**src/hdl/bke_pkg.sv**
```systemverilog
// Package for the blink keyframe envelope block: payload structs, timing constants,
// the Q16 keyframe tables and the xorshift32 step. No dependencies.
package bke_pkg;

    localparam int NKEY = 9;
    localparam logic [13:0] GAP_MIN = 14'd3000;
    localparam logic [12:0] GAP_SPAN = 13'd7001;
    // Residue of 2^16 modulo the gap span, used to fold the random word.
    localparam logic [11:0] GAP_FOLD = 12'd2527;
    localparam logic [8:0] BLINK_END = 9'd340;
    localparam logic [20:0] SPEED_FLOOR = 21'd1024;
    localparam logic [16:0] ONE_Q16 = 17'd65536;

    localparam logic [20:0] SPEED_RESET = 21'd65536;
    localparam logic [20:0] INTERVAL_RESET = 21'd65536;
    localparam logic [31:0] SEED_RESET = 32'd2463534242;

    localparam logic [1:0] CFG_SPEED = 2'd0;
    localparam logic [1:0] CFG_INTERVAL = 2'd1;
    localparam logic [1:0] CFG_SEED = 2'd2;

    localparam logic [8:0] KEY_T [NKEY] = '{
        9'd0, 9'd35, 9'd70, 9'd105, 9'd140, 9'd175, 9'd215, 9'd265, 9'd340
    };
    localparam logic [16:0] KEY_H [NKEY] = '{
        17'd65536, 17'd55706, 17'd36045, 17'd6554, 17'd2621,
        17'd9830, 17'd36045, 17'd55706, 17'd65536
    };
    localparam logic [16:0] KEY_W [NKEY] = '{
        17'd65536, 17'd67502, 17'd72090, 17'd79954, 17'd86508,
        17'd79954, 17'd73400, 17'd67502, 17'd65536
    };

    typedef struct packed {
        logic        mode;
        logic [31:0] now_ms;
    } bke_in_t;

    typedef struct packed {
        logic [16:0] height_scale;
        logic [16:0] width_scale;
        logic        in_blink;
    } bke_out_t;

    function automatic logic [31:0] xorshift32(input logic [31:0] x_in);
        logic [31:0] x;
        x = x_in;
        x = x ^ (x << 13);
        x = x ^ (x >> 17);
        x = x ^ (x << 5);
        return x;
    endfunction

endpackage

```
**src/hdl/blink_keyframe_envelope_core.sv**
```systemverilog
// Top level of the blink keyframe envelope: sequencer around one restoring divider
// and one multiplier. Depends on bke_pkg.
//
// One item is taken at a time; in_ready is high only while the sequencer is idle,
// and the result goes to an output register so the next item can be taken while it
// waits. The first item after reset also draws the first random gap. The shared
// divider yields one quotient bit per cycle: 48 steps for the elapsed table time and
// 23 for the segment fraction. The random gap modulo folds the word five times
// through the multiplier and finishes with four compare and subtract steps. The two
// scale interpolations and the gap scaling share the same registered multiplier.
module blink_keyframe_envelope_core (
    input  logic              clk,
    input  logic              rst_n,
    input  logic              in_valid,
    output logic              in_ready,
    input  bke_pkg::bke_in_t  in_data,
    output logic              out_valid,
    input  logic              out_ready,
    output bke_pkg::bke_out_t out_data,
    input  logic              cfg_we,
    input  logic [1:0]        cfg_index,
    input  logic [31:0]       cfg_data
);
    import bke_pkg::*;

    typedef enum logic [3:0] {
        S_IDLE, S_ARM, S_CHECK, S_DIV, S_DISPATCH, S_SEG,
        S_MUL_H, S_MUL_W, S_W_DONE, S_GAP_MUL, S_GAP_END, S_OUT,
        S_FOLD, S_REDUCE
    } state_t;

    typedef enum logic [1:0] {
        P_FIRST, P_EL, P_T, P_GAP
    } purpose_t;

    state_t      state_reg;
    purpose_t    purpose_reg;

    logic [20:0] speed_reg;
    logic [20:0] interval_reg;
    logic [31:0] seed_reg;

    logic        blinking_reg;
    logic [31:0] start_reg;
    logic [31:0] next_blink_reg;
    logic [31:0] rng_reg;
    logic        armed_reg;

    logic        mode_reg;
    logic [31:0] now_reg;

    logic [47:0] dvd_reg;
    logic [20:0] dsr_reg;
    logic [20:0] rem_reg;
    logic [47:0] quo_reg;
    logic [5:0]  cnt_reg;
    logic [31:0] mod_reg;

    logic [2:0]  lo_reg;
    logic [15:0] t_reg;
    logic [13:0] gap_reg;
    logic signed [43:0] prod_reg;
    logic [16:0] h_reg;
    logic [16:0] w_reg;
    logic        inb_reg;

    bke_out_t    out_reg;
    logic        out_valid_reg;

    logic [21:0] trial;
    logic [21:0] trial_diff;
    logic        trial_ge;
    logic [20:0] rem_next;

    logic [31:0] x_first;
    logic [31:0] x_gap;
    logic [31:0] dnext;
    logic        start_blink;
    logic [31:0] el_diff;
    logic [20:0] speed_eff;
    logic [15:0] red_sub;
    logic        red_ge;

    logic [8:0]  e_val;
    logic [2:0]  lo_next;
    logic [3:0]  lo_idx;
    logic [3:0]  hi_idx;
    logic [8:0]  seg_off;
    logic [8:0]  seg_len;

    logic signed [17:0] dh;
    logic signed [17:0] dw;
    logic signed [21:0] mul_a;
    logic signed [21:0] mul_b;
    logic signed [43:0] prod_next;
    logic [17:0] h_sum;
    logic [17:0] w_sum;
    logic [13:0] gap_next;

    always_comb
    begin
        trial = {rem_reg, dvd_reg[47]};
        trial_diff = trial - {1'b0, dsr_reg};
        trial_ge = (trial >= {1'b0, dsr_reg});
        rem_next = trial_ge ? trial_diff[20:0] : trial[20:0];
    end

    always_comb
    begin
        x_first = xorshift32(seed_reg);
        x_gap = xorshift32(rng_reg);
        dnext = now_reg - next_blink_reg;
        start_blink = !blinking_reg && (mode_reg || !dnext[31]);
        el_diff = start_blink ? 32'd0 : (now_reg - start_reg);
        speed_eff = (speed_reg > SPEED_FLOOR) ? speed_reg : SPEED_FLOOR;
        red_sub = {3'd0, GAP_SPAN} << cnt_reg[1:0];
        red_ge = (mod_reg[15:0] >= red_sub);
        gap_next = GAP_MIN + {1'b0, mod_reg[12:0]};
    end

    always_comb
    begin
        e_val = quo_reg[8:0];
        lo_next = 3'd0;
        for (int k = 1; k < NKEY - 1; k++)
        begin
            if (KEY_T[k] <= e_val)
            begin
                lo_next = lo_next + 3'd1;
            end
        end
        lo_idx = {1'b0, lo_reg};
        hi_idx = lo_idx + 4'd1;
        seg_off = e_val - KEY_T[{1'b0, lo_next}];
        seg_len = KEY_T[{1'b0, lo_next} + 4'd1] - KEY_T[{1'b0, lo_next}];
    end

    always_comb
    begin
        dh = $signed({1'b0, KEY_H[hi_idx]}) - $signed({1'b0, KEY_H[lo_idx]});
        dw = $signed({1'b0, KEY_W[hi_idx]}) - $signed({1'b0, KEY_W[lo_idx]});
        case (state_reg)
            S_MUL_H:
            begin
                mul_a = 22'(dh);
                mul_b = $signed({6'd0, t_reg});
            end
            S_MUL_W:
            begin
                mul_a = 22'(dw);
                mul_b = $signed({6'd0, t_reg});
            end
            S_FOLD:
            begin
                mul_a = $signed({6'd0, mod_reg[31:16]});
                mul_b = $signed({10'd0, GAP_FOLD});
            end
            default:
            begin
                mul_a = $signed({8'd0, gap_reg});
                mul_b = $signed({1'b0, interval_reg});
            end
        endcase
        prod_next = mul_a * mul_b;
        h_sum = {1'b0, KEY_H[lo_idx]} + prod_reg[33:16];
        w_sum = {1'b0, KEY_W[lo_idx]} + prod_reg[33:16];
    end

    always_ff @(posedge clk or negedge rst_n)
    begin
        if (!rst_n)
        begin
            state_reg <= S_IDLE;
            purpose_reg <= P_FIRST;
            speed_reg <= SPEED_RESET;
            interval_reg <= INTERVAL_RESET;
            seed_reg <= SEED_RESET;
            blinking_reg <= 1'b0;
            start_reg <= '0;
            next_blink_reg <= '0;
            rng_reg <= '0;
            armed_reg <= 1'b0;
            mode_reg <= 1'b0;
            now_reg <= '0;
            dvd_reg <= '0;
            dsr_reg <= '0;
            rem_reg <= '0;
            quo_reg <= '0;
            cnt_reg <= '0;
            mod_reg <= '0;
            lo_reg <= '0;
            t_reg <= '0;
            gap_reg <= '0;
            prod_reg <= '0;
            h_reg <= ONE_Q16;
            w_reg <= ONE_Q16;
            inb_reg <= 1'b0;
            out_reg <= '0;
            out_valid_reg <= 1'b0;
        end
        else
        begin
            if (cfg_we)
            begin
                case (cfg_index)
                    CFG_SPEED: speed_reg <= cfg_data[20:0];
                    CFG_INTERVAL: interval_reg <= cfg_data[20:0];
                    CFG_SEED: seed_reg <= cfg_data;
                    default: ;
                endcase
            end

            if (out_valid_reg && out_ready && state_reg != S_OUT)
            begin
                out_valid_reg <= 1'b0;
            end

            case (state_reg)
                S_IDLE:
                begin
                    if (in_valid)
                    begin
                        mode_reg <= in_data.mode;
                        now_reg <= in_data.now_ms;
                        state_reg <= S_ARM;
                    end
                end
                S_ARM:
                begin
                    if (!armed_reg)
                    begin
                        rng_reg <= x_first;
                        mod_reg <= x_first;
                        cnt_reg <= 6'd5;
                        purpose_reg <= P_FIRST;
                        state_reg <= S_FOLD;
                    end
                    else
                    begin
                        state_reg <= S_CHECK;
                    end
                end
                S_CHECK:
                begin
                    if (blinking_reg || start_blink)
                    begin
                        blinking_reg <= 1'b1;
                        if (start_blink)
                        begin
                            start_reg <= now_reg;
                        end
                        dvd_reg <= {el_diff, 16'd0};
                        dsr_reg <= speed_eff;
                        rem_reg <= '0;
                        quo_reg <= '0;
                        cnt_reg <= 6'd48;
                        purpose_reg <= P_EL;
                        state_reg <= S_DIV;
                    end
                    else
                    begin
                        h_reg <= ONE_Q16;
                        w_reg <= ONE_Q16;
                        inb_reg <= 1'b0;
                        state_reg <= S_OUT;
                    end
                end
                S_DIV:
                begin
                    rem_reg <= rem_next;
                    quo_reg <= {quo_reg[46:0], trial_ge};
                    dvd_reg <= {dvd_reg[46:0], 1'b0};
                    cnt_reg <= cnt_reg - 6'd1;
                    if (cnt_reg == 6'd1)
                    begin
                        state_reg <= S_DISPATCH;
                    end
                end
                S_FOLD:
                begin
                    mod_reg <= prod_next[31:0] + {16'd0, mod_reg[15:0]};
                    if (cnt_reg == 6'd1)
                    begin
                        cnt_reg <= 6'd3;
                        state_reg <= S_REDUCE;
                    end
                    else
                    begin
                        cnt_reg <= cnt_reg - 6'd1;
                    end
                end
                S_REDUCE:
                begin
                    if (red_ge)
                    begin
                        mod_reg <= {16'd0, mod_reg[15:0] - red_sub};
                    end
                    if (cnt_reg == 6'd0)
                    begin
                        state_reg <= S_DISPATCH;
                    end
                    else
                    begin
                        cnt_reg <= cnt_reg - 6'd1;
                    end
                end
                S_DISPATCH:
                begin
                    case (purpose_reg)
                        P_FIRST:
                        begin
                            next_blink_reg <= now_reg + {18'd0, gap_next};
                            armed_reg <= 1'b1;
                            state_reg <= S_CHECK;
                        end
                        P_EL:
                        begin
                            if (quo_reg >= {39'd0, BLINK_END})
                            begin
                                blinking_reg <= 1'b0;
                                rng_reg <= x_gap;
                                mod_reg <= x_gap;
                                cnt_reg <= 6'd5;
                                purpose_reg <= P_GAP;
                                state_reg <= S_FOLD;
                            end
                            else
                            begin
                                state_reg <= S_SEG;
                            end
                        end
                        P_T:
                        begin
                            t_reg <= quo_reg[15:0];
                            state_reg <= S_MUL_H;
                        end
                        default:
                        begin
                            gap_reg <= gap_next;
                            state_reg <= S_GAP_MUL;
                        end
                    endcase
                end
                S_SEG:
                begin
                    lo_reg <= lo_next;
                    dvd_reg <= {seg_off[6:0], 16'd0, 25'd0};
                    dsr_reg <= {12'd0, seg_len};
                    rem_reg <= '0;
                    quo_reg <= '0;
                    cnt_reg <= 6'd23;
                    purpose_reg <= P_T;
                    state_reg <= S_DIV;
                end
                S_MUL_H:
                begin
                    prod_reg <= prod_next;
                    state_reg <= S_MUL_W;
                end
                S_MUL_W:
                begin
                    h_reg <= h_sum[16:0];
                    prod_reg <= prod_next;
                    state_reg <= S_W_DONE;
                end
                S_W_DONE:
                begin
                    w_reg <= w_sum[16:0];
                    inb_reg <= 1'b1;
                    state_reg <= S_OUT;
                end
                S_GAP_MUL:
                begin
                    prod_reg <= prod_next;
                    state_reg <= S_GAP_END;
                end
                S_GAP_END:
                begin
                    next_blink_reg <= now_reg + {13'd0, prod_reg[34:16]};
                    h_reg <= ONE_Q16;
                    w_reg <= ONE_Q16;
                    inb_reg <= 1'b0;
                    state_reg <= S_OUT;
                end
                S_OUT:
                begin
                    if (!out_valid_reg || out_ready)
                    begin
                        out_reg.height_scale <= h_reg;
                        out_reg.width_scale <= w_reg;
                        out_reg.in_blink <= inb_reg;
                        out_valid_reg <= 1'b1;
                        state_reg <= S_IDLE;
                    end
                end
                default:
                begin
                    state_reg <= S_IDLE;
                end
            endcase
        end
    end

    assign in_ready = (state_reg == S_IDLE);
    assign out_valid = out_valid_reg;
    assign out_data = out_reg;

endmodule

```
**config.mk**
```make
export PLATFORM = sky130hd
export DESIGN_NAME = blink_keyframe_envelope_core
export DESIGN_NICKNAME = d
export VERILOG_FILES = /design/src/hdl/bke_pkg.sv /design/src/hdl/blink_keyframe_envelope_core.sv
export SDC_FILE = /design/constraint.sdc
export NUM_CORES = 2
export LEC_CHECK = 0
export BUFFER_PORTS_ARGS = -buffer_cell sky130_fd_sc_hd__buf_2
export CAP_MARGIN = 0
export CORE_ASPECT_RATIO = 1.1
export CORE_MARGIN = 10
export CORE_UTILIZATION = 35
export DETAILED_ROUTE_END_ITERATION = 16
export GPL_ROUTABILITY_DRIVEN = 0
export SYNTH_ARGS = -nofsm -noshare
export SYNTH_HDL_FRONTEND = slang
export SYNTH_SLANG_ARGS = --single-unit
```
**constraint.sdc**
```tcl
create_clock -name clk -period 13.05 [get_ports clk]
set_input_delay 1.305 -clock clk [delete_from_list [all_inputs] [get_ports clk]]
set_output_delay 1.305 -clock clk [all_outputs]
set_load 0.005 [all_outputs]
```
; After elaboration in Yosys (flattened, before gate mapping)
; Memories as Yosys holds them, arrays and structs flattened.
; Index checks and enable logic that the tools add are counted.
[totals]
mem_bits_ro = 1376
input_bits = 72
register_bits = 526
ramBits = 0
latch_bits = 0
word_cells = 239
out_inout_bits = 37
n_memories = 6
[memory_table]
columns = name, depth, word_bits, read_ports, rd_ports_with_merged_regs, write_ports, line
row1 = (name not given), 16, 17, 1, 0, 0, blink_keyframe_envelope_core.sv:166  ; w_sum = {1'b0, KEY_W[lo_idx]} + prod_reg[33:16];
row2 = (name not given), 16, 17, 1, 0, 0, blink_keyframe_envelope_core.sv:165  ; h_sum = {1'b0, KEY_H[lo_idx]} + prod_reg[33:16];
row3 = (name not given), 16, 17, 1, 0, 0, blink_keyframe_envelope_core.sv:141  ; dw = $signed({1'b0, KEY_W[hi_idx]}) - $signed({1'b0, KEY_W[lo_idx]});
row4 = (name not given), 16, 17, 1, 0, 0, blink_keyframe_envelope_core.sv:140  ; dh = $signed({1'b0, KEY_H[hi_idx]}) - $signed({1'b0, KEY_H[lo_idx]});
row5 = (name not given), 16, 9, 1, 0, 0, blink_keyframe_envelope_core.sv:135  ; seg_len = KEY_T[{1'b0, lo_next} + 4'd1] - KEY_T[{1'b0, lo_next}];
row6 = (name not given), 16, 9, 1, 0, 0, blink_keyframe_envelope_core.sv:135
[op_classes]
n_mux = 74
n_lt_le_gt_ge = 15
n_div = 0
n_eq_ne = 32
mul = 1
shift = 1
n_bitwise = 11
reduce_logical = 47
add_sub_neg = 23
[op_table]
columns = cell, count
row1 = $pmux W48 S3, 2
row2 = $mux W32, 6
row3 = $mux W17, 9
row4 = $pmux W32 S2, 2
row5 = $pmux W32 S4, 1
row6 = $xor A32 B32 Y32, 4
row7 = $pmux W17 S3, 2
row8 = $mux W48, 2
row9 = $mux W21, 4
row10 = $pmux W21 S2, 2
row11 = $pmux W22 S3, 1
row12 = $sub A32 B32 Y32, 2
row13 = $xor A32 B15 Y32, 2
row14 = $pmux W21 S3, 1
row15 = $pmux W4 S13, 1
row16 = $ge A48 B9 Y1 const B, 1
row17 = $pmux W6 S7, 1
row18 = $mux W6, 6
row19 = $mux W9, 4
row20 = $sub A17 B17 Y18, 2
row21 = $mul A22 B22 Y35, 1
row22 = $add A17 B17 Y17, 2
row23 = $add A32 B14 Y32, 1
row24 = $add A32 B16 Y32, 1
row25 = 56 further kinds, 144

; Longest topological paths before layout
[logic_depth]
word_depth = 21
ltp_mapped = 49
depth_no_buf = 46

; Least setup slack after synthesis
; Ideal clock, no wire load.
[synth_timing]
path_type = register -> register
from = register lo_reg[0]
to = register mod_reg[31]
period_less_slack_ns = 11.395
slack_ns = 1.655
setup_ns = 0.131
n_path_buf = 4
required_time_ns = 12.919
stages_incl_launch_ff = 43
arrival_time_ns = 11.264
cell_sequence = dfrtp_1 -> clkbuf_1 -> clkinv_1 -> ha_1 -> clkbuf_1 -> inv_1 -> a21boi_0 -> inv_1 -> ha_1 -> clkbuf_1 -> a21oi_1 -> o22a_1 -> o21ai_0 -> a21oi_1 -> o21ai_0 -> a31oi_1 -> o21ai_0 -> nand2_1 -> [7 not listed] -> fa_1 -> fa_1 -> fa_1 -> inv_1 -> fa_1 -> inv_1 -> ha_1 -> and2_1 -> a221o_1 -> a21o_1 -> a21o_1 -> a221o_1 -> a21oi_1 -> xnor2_1 -> nand4_1 -> nor4b_1 -> xnor2_1 -> o21ai_1
[synth_between]
elab_chain_len = 10
word_cells_on_any_way = 21
cone_classes = add/sub: 4 / mul: 1 / mux: 10 / bitwise: 2 / memory: 4
[synth_rtl]
columns = element, line
row1 = from (decl), blink_keyframe_envelope_core.sv:59  ; logic [2:0] lo_reg;
row2 = from (signal assigned), blink_keyframe_envelope_core.sv:346  ; lo_reg <= lo_next;
row3 = $add A3 B1 Y4, blink_keyframe_envelope_core.sv:133  ; hi_idx = lo_idx + 4'd1;
row4 = $not A4 Y5 (implied by the code), "blink_keyframe_envelope_core.sv:140, blink_keyframe_envelope_core.sv:141"
row5 = "$mem_v2 Z16 W17, on equally long branches", n/a
row6 = "$mux W17, on equally long branches (2 in a row)", "blink_keyframe_envelope_core.sv:141, blink_keyframe_envelope_core.sv:140"
row7 = "$sub A17 B17 Y18, on equally long branches", "blink_keyframe_envelope_core.sv:141, blink_keyframe_envelope_core.sv:140"
row8 = $pmux W22 S3 (*), blink_keyframe_envelope_core.sv:142  ; case (state_reg)
row9 = $mul A22 B22 Y35 (*), blink_keyframe_envelope_core.sv:164  ; prod_next = mul_a * mul_b;
row10 = $add A32 B16 Y32 (*), blink_keyframe_envelope_core.sv:281  ; mod_reg <= prod_next[31:0] + {16'd0, mod_reg[15:0]};
row11 = $pmux W32 S4 (*), blink_keyframe_envelope_core.sv:218  ; case (state_reg)
row12 = to (signal assigned), blink_keyframe_envelope_core.sv:233  ; mod_reg <= x_first;
row13 = to (signal assigned), blink_keyframe_envelope_core.sv:281
row14 = to (signal assigned), blink_keyframe_envelope_core.sv:296  ; mod_reg <= {16'd0, mod_reg[15:0] - red_sub};
row15 = to (decl), blink_keyframe_envelope_core.sv:57  ; logic [31:0] mod_reg;
; Mark *: on every way between the ends. The rest lies on a longest branch, timed or not. The select of a mux whose other input is x is not followed.
; A chain may end at the register's enable or synchronous reset.

; Final worst setup path
; Ends and elaborated chain as after synthesis.

==> results.toml <==
[detailed_routing]
drt_iter0_markers = 2472
met2WireLength_microns = 65300
ant_nets = 0
wl_met3_microns = 7570
vias_per_cell = 5.35
wl_microns = 139000
vias = 36400
top_layer = "met5"
post_drt_wl_per_cell_microns = 20.5
drc = 0
drt-pass1-iter-count = 7
wl_met1_microns = 59100

[clock_network]
cts_setup_buffers = 0
htreeDepth = 2
clk_latency_ps = 640
clk_pin_slew_worst_paths_ps = 70
cts_buffers = 52
clk_path_buf_depth = 3
cts-root-buf = "clkbuf_16"
cts.sinks = 494
cts_tree = "built"

[sta]
finalSetupViolations = 0
max_freq_ghz = 0.0817
tns_ps = 0
rsz0062_at_grt = "no"
fin_crit_sh = 0.938
tightest_slew_ps = 1290
whs_ps = 484
maxSlewHeadroom = 0.134
fin_crit_ps = 12250
hold_viol = 0
finClkSkew_ps = 29.7
finalMaxSlewViolations = 0

[worst_setup_path]
cp_max_fo = 13
cp.required_ps = 13550
cp-end-kind = "register"
crit_cells = 43
rr_worst_depth = 43
critPathTopFamily = "adder cells"
cpPeakStageDelay_ps = 690
startpoint_type = "register"
crit_path_frequent_cell = "inv_1"
critPathKind = "register to register"
critPathSlowestCell = "o21a_1"
path_buf_inv = 8
cp.arrival_ps = 12750

[logic_synthesis]
yosys_most_used_dff = "dfrtp_1"
synth_async_sr_flop_share = 1.00
yosysSeqAreaShare = 0.271
synth_seq_cells = 494
synth_warnings = 0
netlist_area_sq_um = 45700
synth_edf_count = 0
syn_inst = 5038
avgSynthCellArea_sq_um = 9.07
ys_types = 103

[global_routing]
grt_usage = 0.191
grt_pass1_vias = 37200
antenna_found_initial = 5
grt_pass1_wl_microns = 219000
grt_start_max_net_pins = 160
gr-total-overflow = 0

[cells_and_area]
largest_reg_flops = 48
finalNetCount = 5839
drive_gt1_frac = 0.102
post-route-util = 0.384
area_growth_pct = 9.30
fin_cells = 6804

[placed_design]
hpwl_microns = 110000
io_buffers = 108
placedCellCount = 6706

[floorplanning]
dieArea_sq_um = 145000
pin_count = 109
die_x_microns = 365
initial_core_util = 0.351
rows = 139
die_h_microns = 399
core-area_sq_um = 130000

[min_path]
hp-class = "register to register"
hold_path_depth = 2

[power_and_ir_drop]
ir_drop_v = 0.000235
p_total_mw = 14.6
power_leakage_nw = 23.7
powerDensity_nw_per_um2 = 293

[job]
drv_cap = 0

[run_status]
status = "complete, no violations"
[layout make-up]
cell class,instances,area [sq um]
fillers,13100,80100
multi-input cells,3728,30300
flip-flops and latches,494,12400
inverters,625,2350
well taps,1692,2120
clock buffers,69,1430
repair buffers,167,1010
clock inverters,27,353
diodes,2,5.00
[synthesized netlist by cell type (13+ instances only)]
master | n | share of area
mux2i_1 | 30 | 0.0066
a211oi_1 | 24 | 0.0039
xor2_1 | 129 | 0.025
a21boi_0 | 13 | 0.0021
o21ai_1 | 18 | 0.0020
or3_1 | 16 | 0.0022
or2_2 | 16 | 0.0022
inv_1 | 623 | 0.051
dfstp_2 | 18 | 0.010
o211ai_1 | 23 | 0.0038
buf_1 | 18 | 0.0015
a21oi_1 | 241 | 0.026
o21bai_1 | 20 | 0.0033
nand2_1 | 581 | 0.048
o31ai_1 | 24 | 0.0039
fa_1 | 371 | 0.16
o22ai_1 | 44 | 0.0060
dfrtp_1 | 476 | 0.26
ha_1 | 328 | 0.090
a31oi_1 | 20 | 0.0027
nand3_1 | 66 | 0.0072
a22oi_1 | 37 | 0.0061
clkbuf_1 | 168 | 0.014
o21ai_0 | 308 | 0.034
nor4_1 | 21 | 0.0029
nand4_1 | 26 | 0.0036
a21o_1 | 92 | 0.015
nor2_1 | 364 | 0.030
mux2_2 | 188 | 0.046
nor2b_1 | 33 | 0.0045
a22o_1 | 59 | 0.011
xnor2_1 | 232 | 0.044
and2_1 | 48 | 0.0066
o21a_1 | 31 | 0.0051
and3_1 | 51 | 0.0070
nor3_1 | 57 | 0.0062
nand2b_1 | 28 | 0.0038
[tightest hold or removal path, stage by stage, from the launching register on]
cell and delay (ps):
dfrtp_1 350, nand2_1 50, o21ai_0 60
[cell families (layout without fill, tap and decap cells)]
| logic type | after synthesis | in the layout | synth area share |
|---|---|---|---|
| simple gates | 1348 | 1348 | 0.132 |
| compound gates | 1091 | 1091 | 0.154 |
| buf+inv | 824 | 888 | 0.0682 |
| fa+ha+maj | 699 | 699 | 0.252 |
| flops | 494 | 494 | 0.271 |
| xor+xnor | 362 | 362 | 0.0697 |
| mux | 218 | 218 | 0.0529 |
| other cells | 2 | 12 | 0.000164 |
[cell usage in the layout, fill, tap and decap left out, types with 13 or more instances in the layout]
cell type,instances
inv_1,623
nand2_1,581
dfrtp_1,476
fa_1,370
nor2_1,360
ha_1,328
o21ai_0,307
a21oi_1,239
xnor2_1,232
mux2_2,188
xor2_1,129
buf_2,107
a21o_1,92
nand3_1,66
a22o_1,59
buf_4,58
nor3_1,54
clkbuf_16,52
and3_1,51
and2_1,48
o22ai_1,43
a22oi_1,37
nor2b_1,33
mux2i_1,30
o21a_1,30
nand2b_1,28
nand4_1,26
a211oi_1,24
o31ai_1,24
o211ai_1,23
nor4_1,21
a31oi_1,20
o21bai_1,20
dfstp_2,18
o21ai_1,17
or2_2,16
or3_1,16
a21boi_0,13
[stage by stage]
step	area, sq um	worst slack (ps)
after floorplan	45700	1660
after global placement	48200	1020
after CTS	49900	772
after detailed placement	48200	821
final	50000	803
after global routing	50000	58.6
[repair_timing]
action | in CTS | in global routing
endpoints found under the setup margin | 0 | 2
gates resized for setup | 0 | 4
hold buffers | 0 | 0
[power breakdown]
part           leakage (nW)  switching (mW)  internal, mW
clock                 0.862           0.678         0.896
sequential             6.30           0.618          2.04
combinational          16.5            6.34          4.05
[layer usage]
metal  vias up  GRT usage
met5         -          0
met4         4     0.0850
met3       308     0.0262
met2      1054      0.316
met1     18100      0.248
li1      17000          -
[final timing paths]
check | from | endpoint | slack [ps]
max reg2reg | lo_reg[0] | mod_reg[31] | 800
max | lo_reg[0] | mod_reg[31] | 800
min | next_blink_reg[22] | next_blink_reg[22] | 480
max in group asynchronous | rst_n | h_reg[7] | 9450
min in group asynchronous | rst_n | rem_reg[8] | 660
min reg2reg | next_blink_reg[22] | next_blink_reg[22] | 480
Note: power is estimated with default switching activity, not from simulation.
